### src/rbsi_pkg.sv
// Shared types and constants for the ray/box slab intersection pipeline.
package rbsi_pkg;

  localparam int QW         = 32;        // Q16.16 word
  localparam int FRAC       = 16;        // fraction bits
  localparam int DW         = QW + 1;    // plane - origin, Q17.16
  localparam int PW         = 2 * QW;    // product, Q32.32 (fits since |d*s| < 2^63)
  localparam int PIPE_DEPTH = 6;         // register stages, input to output
  localparam int NUM_AXES   = 3;

  typedef logic signed [QW-1:0] q_t;
  typedef logic signed [DW-1:0] diff_t;
  typedef logic signed [PW-1:0] prod_t;

  localparam q_t Q_MAX = {1'b0, {(QW-1){1'b1}}};
  localparam q_t Q_MIN = {1'b1, {(QW-1){1'b0}}};

  // Pipeline advance control shared by all stages.
  typedef struct packed {
    logic adv;
  } pipe_ctl_t;

  // Floor to Q16.16 and clamp to the signed 32-bit range.
  function automatic q_t scale_sat(input prod_t p);
    logic signed [PW-FRAC-1:0] sh;
    q_t                        res;
    sh = p[PW-1:FRAC];
    if (!sh[PW-FRAC-1] && (|sh[PW-FRAC-2:QW-1])) begin
      res = Q_MAX;
    end else if (sh[PW-FRAC-1] && !(&sh[PW-FRAC-2:QW-1])) begin
      res = Q_MIN;
    end else begin
      res = sh[QW-1:0];
    end
    return res;
  endfunction

endpackage

### src/rbsi_reduce.sv
// Per-axis sort, cross-axis max/min and hit decision over three stages.
module rbsi_reduce
  import rbsi_pkg::*;
(
  input  logic      clk,
  input  pipe_ctl_t ctl,
  input  q_t        near_dist [NUM_AXES],
  input  q_t        far_dist  [NUM_AXES],
  output logic      hit,
  output q_t        t_entry,
  output q_t        t_exit
);

  q_t   lo_r [NUM_AXES];
  q_t   hi_r [NUM_AXES];
  q_t   entry_r;
  q_t   exit_r;
  q_t   entry_nxt;
  q_t   exit_nxt;
  logic hit_r;
  q_t   t_entry_r;
  q_t   t_exit_r;

  always_comb begin
    entry_nxt = lo_r[0];
    exit_nxt  = hi_r[0];
    for (int a = 1; a < NUM_AXES; a++) begin
      if (lo_r[a] > entry_nxt) begin
        entry_nxt = lo_r[a];
      end
      if (hi_r[a] < exit_nxt) begin
        exit_nxt = hi_r[a];
      end
    end
  end

  always_ff @(posedge clk) begin
    if (ctl.adv) begin
      for (int a = 0; a < NUM_AXES; a++) begin
        if (near_dist[a] < far_dist[a]) begin
          lo_r[a] <= near_dist[a];
          hi_r[a] <= far_dist[a];
        end else begin
          lo_r[a] <= far_dist[a];
          hi_r[a] <= near_dist[a];
        end
      end
      entry_r   <= entry_nxt;
      exit_r    <= exit_nxt;
      hit_r     <= !exit_r[QW-1] && (exit_r >= entry_r);
      t_entry_r <= entry_r;
      t_exit_r  <= exit_r;
    end
  end

  assign hit     = hit_r;
  assign t_entry = t_entry_r;
  assign t_exit  = t_exit_r;

endmodule
### config.mk
export PLATFORM = sky130hd
export DESIGN_NAME = rbsi_reduce
export DESIGN_NICKNAME = d
export VERILOG_FILES = /design/src/rbsi_pkg.sv /design/src/rbsi_reduce.sv
export SDC_FILE = /design/constraint.sdc
export NUM_CORES = 1
export LEC_CHECK = 0
export BUFFER_PORTS_ARGS = -buffer_cell sky130_fd_sc_hd__buf_2
export CAP_MARGIN = 10
export CORE_MARGIN = 8
export CORE_UTILIZATION = 30
export CTS_CLUSTER_SIZE = 8
export DETAILED_ROUTE_END_ITERATION = 8
export HOLD_SLACK_MARGIN = 0.06
export PLACE_DENSITY = 0.45
export SLEW_MARGIN = 5
export SYNTH_ARGS = -nofsm -noshare
export SYNTH_HDL_FRONTEND = slang
export SYNTH_SLANG_ARGS = --single-unit
### constraint.sdc
create_clock -name clk -period 4.91 [get_ports clk]
set_input_delay 0.2455 -clock clk [delete_from_list [all_inputs] [get_ports clk]]
set_output_delay 0.2455 -clock clk [all_outputs]
set_load 0.02 [all_outputs]
==> flow_summary.json <==
{
  "yosysUniqueCellTypes": 52,
  "areaGrowthSynthToFinish_pct": 43.6,
  "drt_first_iter_violations": 690,
  "hold_path_class": "in -> reg",
  "maxSlewHeadroom": 0.346,
  "p_per_area_mw_per_mm2": 371,
  "cts_buffers": 46,
  "place_congestion": 0.880,
  "start_kind": "flop",
  "setup_viol": 31,
  "die_x_um": 273,
  "drtAntennaViolNets": 0,
  "p_total_mw": 10.6,
  "drt_pre_antenna_iters": 5,
  "synth_commonest_cells": "321 x edfxtp_1, 264 x inv_1, 251 x ha_1, 188 x mux2_1, 125 x mux2i_1",
  "crit_fanout": 8,
  "stdcell_area_sq_mm": 0.0284,
  "vias_per_cell": 4.61,
  "worst_pin_slew_ns": 0.980,
  "vdd_ir_drop_max_uv": 215,
  "vias": 14600,
  "cp.arrival_ns": 5.50,
  "syn_inst": 1569,
  "hpwlAfterDp_um": 47500,
  "coreArea_sq_mm": 0.0655,
  "root_buffer": "clkbuf_16",
  "synth_edf_count": 321,
  "grt_setup_unrepaired": "yes",
  "clk_latency_ns": 0.58,
  "critPathCaptureType": "flop",
  "critical_path_class": "reg -> reg",
  "grt_pass1_vias": 15800,
  "die_h_um": 273,
  "final_hold_viol_count": 0,
  "post_route_cells_drive_above_1_share": 0.263,
  "synth_top_cell_by_area": "edfxtp_1",
  "cts_max_level": 2,
  "clk_path_buf_depth": 3,
  "synth_ff_type": "edfxtp_1",
  "grt_max_degree": 154,
  "worst_slack_ns": -0.207,
  "ys_top_cells_by_area": "edfxtp_1 49%, ha_1 16%, mux2_1 11%, mux2i_1 6.3%, inv_1 5.0%",
  "io_pins": 259,
  "fin_crit_sh": 1.04,
  "seq_area_frac_synth": 0.487,
  "netlist_area_sq_mm": 0.0198,
  "dp.cells": 2787,
  "port_buffers": 258,
  "fin_hold_ws_ns": 0.0911,
  "fin_tns_setup_ns": -3.54,
  "clock_sinks": 321,
  "place_ws_ns": -0.668,
  "fmax_ghz": 0.195,
  "cp.required_ns": 5.30,
  "wirelength_um": 62100,
  "synth_nets": 2014,
  "dpl_cell_area_sq_mm": 0.0231,
  "synth.ff_latch_count": 321,
  "grt_pass1_wl_um": 93200,
  "cts_tree": "yes",
  "synthArstFlopShare": 0,
  "rows": 94,
  "die_area_sq_mm": 0.0745,
  "synth_top_cell_area_share": 0.487,
  "nNetsFinal": 2732,
  "start_util": 0.302,
  "max-cap-violations": 0,
  "min_period_ns": 5.12,
  "wl_per_cell_um": 19.7,
  "fin_util": 0.434,
  "p_leak_nw": 12.6,
  "violations": "setup timing",
  "grtUsageTotal": 0.162,
  "fin_skew_ns": 0.0261,
  "synth_most_common_cell": "edfxtp_1",
  "grt_remaining_overflow": 0,
  "fin_cells": 3157,
  "path_clk_slew_ns": 0.05,
  "antenna_found_initial": 1,
  "status": "complete, but fails checks",
  "syn_area_per_cell_sq_um": 12.6,
  "ys_warn_count": 0,
  "maxSlewViolCount": 0,
  "drc": 0
}
-- power breakdown --
| part | total (mW) | switching [mW] | internal (mW) | leakage, nW |
|---|---|---|---|---|
| combinational | 3.81 | 1.81 | 2.01 | 8.90 |
| clock | 2.89 | 1.16 | 1.73 | 0.610 |
| sequential | 3.86 | 0.284 | 3.58 | 3.14 |
-- final cells by class --
type,count,area [sq um]
clock buffer,48,1180
timing repair buffer,705,5640
multi-input combinational,949,9830
sequential,321,9640
clock inverter,4,66.3
antenna,2,5.00
fill,5992,37100
inverter,264,991
tap,864,1080
-- metal layers --
layer	part of all wire	vias to the layer above	GRT usage
li1	-	7238	-
met1	0.46	6953	0.211
met2	0.47	273	0.273
met3	0.034	100	0.0270
met4	0.032	0	0.0556
met5	0	-	0
-- worst max-delay path, cell delays in order (launching register included) --
cell and delay (ns):
edfxtp_1 0.40, inv_2 0.10, ha_4 0.21, a211oi_2 0.18, nor2_1 0.06, or3_1 0.35
a211o_1 0.29, a211oi_2 0.28, a21o_4 0.16, buf_12 0.13, buf_12 0.15, buf_8 0.13
mux2i_4 0.27, ha_4 0.17, nand2_2 0.05, nor3_2 0.18, buf_4 0.16, a21oi_4 0.06
a21oi_2 0.15, nand2_2 0.09, a2111oi_4 0.32, a221o_2 0.20, mux2i_4 0.27, buf_6 0.15
buf_12 0.15, mux2i_4 0.28
-- what timing repair did --
item,CTS,global route
endpoints found under the hold margin,184,0
resized for setup,105,73
buffers inserted,23,16
setup endpoints to repair,64,64
pin swaps,26,20
cloned,4,1
hold buffers,277,0
-- cell usage in the layout, fill, tap and decap left out, types with 49 or more instances in the layout --
| cell type | netlist | routed |
|---|---|---|
| edfxtp_1 | 321 | 321 |
| dlygate4sd3_1 | 0 | 277 |
| inv_1 | 264 | 261 |
| buf_2 | 28 | 257 |
| ha_1 | 251 | 237 |
| mux2_1 | 188 | 188 |
| buf_4 | 0 | 141 |
| mux2i_1 | 125 | 71 |
| a21o_1 | 57 | 56 |
| a21oi_1 | 59 | 49 |
-- path summary, 6_finish.rpt --
path	start	endpoint	slack [ns]	cells past startpoint
max	hi_r[0][13]$_DFFE_PP_	exit_r[22]$_DFFE_PP_	-0.21	25
min	near_dist[42]	hi_r[1][10]$_DFFE_PP_	0.09	2
max reg2reg	hi_r[0][13]$_DFFE_PP_	exit_r[22]$_DFFE_PP_	-0.21	25
min reg2reg	entry_r[17]$_DFFE_PP_	t_entry[17]$_DFFE_PP_	0.44	0
-- registers in the layout (all words and copies together), names as in the netlist --
signal   count
entry_r     32
exit_r      32
hi_r        96
hit          1
lo_r        96
t_entry     32
t_exit      32
-- logic make-up (layout without fill, tap and decap cells) --
group	count (synthesis)	count (layout)	share of synthesized area
compound gates	219	219	0.0761
fa+ha+maj	251	251	0.159
buf+inv	299	1021	0.0609
flops	321	321	0.487
mux	320	320	0.175
other cells	0	2	0
simple gates	159	159	0.0428
No activity file was read; power rests on OpenSTA's default activity.
