## src/rbsi_pkg.sv

```systemverilog
// Shared types and constants for the ray/box slab intersection pipeline.
package rbsi_pkg;

  localparam int QW         = 32;        // Q16.16 word
  localparam int FRAC       = 16;        // fraction bits
  localparam int DW         = QW + 1;    // plane - origin, Q17.16
  localparam int PW         = 2 * QW;    // product, Q32.32 (fits since |d*s| < 2^63)
  localparam int PIPE_DEPTH = 6;         // register stages, input to output
  localparam int NUM_AXES   = 3;

  typedef logic signed [QW-1:0] q_t;
  typedef logic signed [DW-1:0] diff_t;
  typedef logic signed [PW-1:0] prod_t;

  localparam q_t Q_MAX = {1'b0, {(QW-1){1'b1}}};
  localparam q_t Q_MIN = {1'b1, {(QW-1){1'b0}}};

  // Pipeline advance control shared by all stages.
  typedef struct packed {
    logic adv;
  } pipe_ctl_t;

  // Floor to Q16.16 and clamp to the signed 32-bit range.
  function automatic q_t scale_sat(input prod_t p);
    logic signed [PW-FRAC-1:0] sh;
    q_t                        res;
    sh = p[PW-1:FRAC];
    if (!sh[PW-FRAC-1] && (|sh[PW-FRAC-2:QW-1])) begin
      res = Q_MAX;
    end else if (sh[PW-FRAC-1] && !(&sh[PW-FRAC-2:QW-1])) begin
      res = Q_MIN;
    end else begin
      res = sh[QW-1:0];
    end
    return res;
  endfunction

endpackage

```

## src/rbsi_slab_dist.sv

```systemverilog
// One slab plane distance: subtract, multiply, scale and saturate over three stages.
module rbsi_slab_dist
  import rbsi_pkg::*;
(
  input  logic      clk,
  input  pipe_ctl_t ctl,
  input  q_t        plane,
  input  q_t        org,
  input  q_t        inv,
  output q_t        distance
);

  diff_t diff_r;
  q_t    inv_r;
  prod_t prod_r;
  q_t    dist_r;

  prod_t prod_full;

  // |diff * inv| < 2^63, so the signed 64-bit product is exact
  assign prod_full = prod_t'(diff_r) * prod_t'(inv_r);

  always_ff @(posedge clk) begin
    if (ctl.adv) begin
      diff_r <= diff_t'(plane) - diff_t'(org);
      inv_r  <= inv;
      prod_r <= prod_full;
      dist_r <= scale_sat(prod_r);
    end
  end

  assign distance = dist_r;

endmodule

```

## config.mk

```make
export PLATFORM = sky130hd
export DESIGN_NAME = rbsi_slab_dist
export DESIGN_NICKNAME = d
export VERILOG_FILES = /design/src/rbsi_pkg.sv /design/src/rbsi_slab_dist.sv
export SDC_FILE = /design/constraint.sdc
export NUM_CORES = 2
export LEC_CHECK = 0
export BUFFER_PORTS_ARGS = -buffer_cell sky130_fd_sc_hd__buf_2
export CAP_MARGIN = 20
export CELL_PAD_IN_SITES_DETAIL_PLACEMENT = 1
export CELL_PAD_IN_SITES_GLOBAL_PLACEMENT = 1
export CORE_MARGIN = 10
export CORE_UTILIZATION = 48
export DETAILED_ROUTE_END_ITERATION = 16
export GPL_ROUTABILITY_DRIVEN = 0
export PLACE_DENSITY = 0.86
export SLEW_MARGIN = 10
export SYNTH_ARGS = -nofsm -noshare
export SYNTH_HDL_FRONTEND = slang
export SYNTH_SLANG_ARGS = --single-unit
```

## constraint.sdc

```tcl
create_clock -name clk -period 7.43 [get_ports clk]
set_input_delay 0.743 -clock clk [delete_from_list [all_inputs] [get_ports clk]]
set_output_delay 0.743 -clock clk [all_outputs]
set_load 0.05 [all_outputs]
```

==> metrics, run 1 <==
status=stopped before the end; Halt Stage=global routing (5_1_grt); run-stopping error=[ERROR GRT-0232] Routing congestion too high. Check the congestion heatmap in the GUI.; syn_nets=~5.7k; Synth area leader=fa_1; most frequent cells after synthesis=fa_1, inv_1, and2_1, nand2_1, ha_1; Place WS=-1.52 ns; Die Span Y=roughly 320 um; hpwl dp=132 mm; #FFs+latches synth=~150; worst_ep kind=register input; CTS Buffer Depth=2; syn avg cell area=approximately 10 sq um; CTS Buf Count=17; Die Width=317 um; most common cell in the netlist=fa_1; Seq/Total Area, Yosys=between 10 and 15%; io pins=130; H-tree depth=4; FFs w/ async S/R, synth=0%; I/O Buffers=129; CTS Sinks=roughly 150; Synth Flop Type=edfxtp_1; Synth area leaders=fa_1, edfxtp_1, inv_1, and2_1, ha_1; GRT worst endpoint=prod_r[53]$_DFFE_PP_/D; Gate Count Post-Synth=roughly 4.2k; largest net degree at the start of global routing=132; Total GRT Usage=a little under 60%; Post-synth EDFFs=145; starting density of the core=around half; top cell type's share of synthesized area=between 50% and 60%; count of cell types in the netlist=58; GRT overflow=176; root buf cell=clkbuf_16; Syn. warnings=0; std cell rows=roughly 110; placed cell count=approximately 5.7k; Post-CTS Hold Buffers=0; post-synthesis cell area=0.0423 sq mm
## cell families after synthesis
| kind of cell | Yosys count | synth area share [%] |
|---|---|---|
| and+or+nand+nor | 1243 | 14.8 |
| DFF | 145 | 10.3 |
| xor gates and xnor gates | 94 | 1.95 |
| muxes | 1 | 0.0237 |
| AOI/OAI and AO/OA | 242 | 3.76 |
| buffers and inverters | 1207 | 10.7 |
| adders and majority gates | 1315 | 58.5 |
## per-layer routing
metal  global-route usage [%]  overflow
met1                     56.4         0
met2                     74.4        98
met3                     49.5         0
met4                     59.5        78
met5                     19.5         0
## metrics by stage
stage / area (sq um) / util [%] / TNS (ns)
floorplan: 42400 / - / -0.0341
CTS: 49600 / 56.9 / -9.08
detailed placement: 47500 / 54.5 / -21.26
global placement: 47500 / 54.5 / -14.01
## repair_timing
action | 4_1_cts
gates resized for setup | 209
gates cloned | 4
hold endpoints to repair | 0
buffers inserted | 65
pin swaps | 87
endpoints found under the setup margin | 34
==> run 2, diff against run 1 <==
CELL_PAD_IN_SITES_DETAIL_PLACEMENT = not set   (was 1)
CELL_PAD_IN_SITES_GLOBAL_PLACEMENT = not set   (was 1)
CORE_UTILIZATION = 40   (was 48)
PLACE_DENSITY = not set   (was 0.86)
PLACE_DENSITY_LB_ADDON = 0.15   (was not set)
clock period = 9.7 ns   (was 7.43 ns; I/O delays follow)
==> run 2 against run 1 <==
The run now ends clean; synthesized area is the same; synthesized cell count is the same.
==> metrics, run 2 <==
status=complete, no violations; post-CTS sizing=0 (-100%); syn_nets=5660 (unchanged); Synth area leaders=fa_1, edfxtp_1, inv_1, and2_1, ha_1; WL per Instance=approximately 21 um; top flop regs=prod_r x48, diff_r x33; worst clock skew=between 0.03 and 0.04 ns; global-route wire length before repair=193 mm; FFs w/ async S/R, synth=0% (unchanged); Crit path largest cell delay=just over 0.8 ns; Slowest-stage cell, CP=edfxtp_1; die footprint=roughly 0.12 sq mm; Total GRT Usage=21.0%; vias after detailed routing=~28k; clk_lat worst skew=between 0.5 and 0.6 ns; R2R cell count=26; Die Span Y=345 um (+8.9%); setup bufs post-CTS=0 (-100%); RSZ-0062 raised after global routing=false; critical path required time=between 9 and 10 ns; Syn. warnings=0 (unchanged); setup TNS=0 ns; ant diodes=0; most frequent cells after synthesis=fa_1, inv_1, and2_1, nand2_1, ha_1; Tmin final=9.00 ns; Worst R2R End=prod_r[53]$_DFFE_PP_; crit path max fanout=13; Routed WL=about 120 mm; starting density of the core=40.3% (-8.3 points); R2R Setup Slk=around 0.70 ns; Worst Hold Class=reg2reg; drt pass-1 iters=5; Synth Flop Type=edfxtp_1; startpoint types=flop; share of cells above drive strength 1=between 6 and 7%; post-synthesis cell area=0.0423 sq mm (unchanged); hold endpoint=distance[6]$_SDFFCE_PP1P_; count of cell types in the netlist=58 (unchanged); Seq/Total Area, Yosys=10.3% (unchanged); CP Data Arrival Time=9.27 ns; hpwl dp=102 mm (-23%); core area=0.105 sq mm; Worst path top cell family by delay=adder cells; largest net degree at the start of global routing=114; most common cell in the netlist=fa_1; std cell rows=119 (+10%); Layout area overhead=7.49%; CTS Buf Count=17 (unchanged); Slew @ Worst Pin=between 1 and 1.5 ns; DR iter-0 viols=about 1.6k; Post-CTS Hold Buffers=0 (unchanged); GRT overflow=0; Largest Register=prod_r; initial antenna violation count=4; Worst setup EP type=flop; WP buf/inv=6; Synth area leader=fa_1; remaining antenna violation count=0; Critical R2R Launch=diff_r[10]$_DFFE_PP_; type of the worst setup path=reg2reg; CTS Buffer Depth=2 (unchanged); most frequent cells in the layout=fa_1, inv_1, and2_1, nand2_1, ha_1; vias in the first global route=between 30k and 40k; max reg flops=48; Slew HR=28.0%; commonest non-fill, non-tap cell in the layout=fa_1; Post-synth EDFFs=145 (unchanged); Final period util=approximately 93%; Die Width=345 um (+8.9%); final setup vio count=0; Gate Count Post-Synth=4247 (unchanged); syn avg cell area=9.96 sq um (unchanged); detailed-route DRC error count=0; fmax=between 100 and 150 MHz; Crit path top cell by count=fa_1; io pins=130 (unchanged); max-slew violation count=0; CTS tree=done; root buf cell=clkbuf_16; I/O Buffers=129 (unchanged); fillers=10.5k; drt via density=4.93; Final Hold Vio Count=0; Final nets=5723; CTS Sinks=145 (unchanged); CTS clock-pin slew for the worst setup and hold paths=0.07 ns; #FFs+latches synth=145 (unchanged); min-delay src=prod_r[22]$_DFFE_PP_; worst hold stages=1; maxcap violations=0; top cell type's share of synthesized area=52.2% (unchanged); H-tree depth=4 (unchanged)
## run 2: final cells by class
| cell class | count | area (sq um) | area share, % |
|---|---|---|---|
| Clock inverter | 15 | 148 | 0.325 |
| Tap cell | 1391 | 1740 | 3.83 |
| Sequential cell | 145 | 4350 | 9.57 |
| Inverter | 999 | 3750 | 8.24 |
| Timing Repair Buffer | 252 | 1610 | 3.55 |
| Multi-Input combinational cell | 2895 | 33500 | 73.5 |
| Clock buffer | 17 | 425 | 0.935 |
## run 2: worst max path at each step
stage                    startpoint              endpoint  slack [ns]  cells after the start
5_1_grt          inv_r[8]$_DFFE_PP_  prod_r[63]$_DFFE_PP_        0.33                     22
3_3_place_gp    diff_r[9]$_DFFE_PP_  prod_r[53]$_DFFE_PP_        0.73                     28
2_1_floorplan  diff_r[32]$_DFFE_PP_  prod_r[63]$_DFFE_PP_        1.81                     25
4_1_cts          inv_r[8]$_DFFE_PP_  prod_r[63]$_DFFE_PP_        0.79                     22
3_5_place_dp     inv_r[8]$_DFFE_PP_  prod_r[63]$_DFFE_PP_        0.78                     22
6_report       diff_r[10]$_DFFE_PP_  prod_r[53]$_DFFE_PP_        0.70                     26
## run 2: metrics by stage
stage	cells	hold slack (ns)	util (%)	area, sq um	worst slack, ns
after floorplan	4247	0.510	-	42300	1.81
after global placement	5681	0.515	42.7	44900	0.728
after detailed placement	5682	0.516	42.7	44900	0.779
after CTS	5714	0.541	43.3	45500	0.794
after global routing	5714	0.555	43.3	45500	0.334
final	5714	0.539	43.3	45500	0.699
## run 2: cell families after synthesis
family          Yosys count  synth area share [%]
fa+ha+maj              1315                  58.5
simple gates           1243                  14.8
buf+inv                1207                  10.7
compound gates          242                  3.76
flops                   145                  10.3
xor+xnor                 94                  1.95
mux                       1                0.0237
## run 2: layer usage
layer	wire, um	up-vias	global-route usage, %
met1	54300	15047	29.1
met2	58900	574	35.0
met3	5000	91	2.57
met5	0	-	0
li1	-	12479	-
met4	2200	0	4.37
Power of run 2 is left out: the tool's default activity adds up to more than one toggle a clock period on the data nets, which glitch-free logic cannot reach.
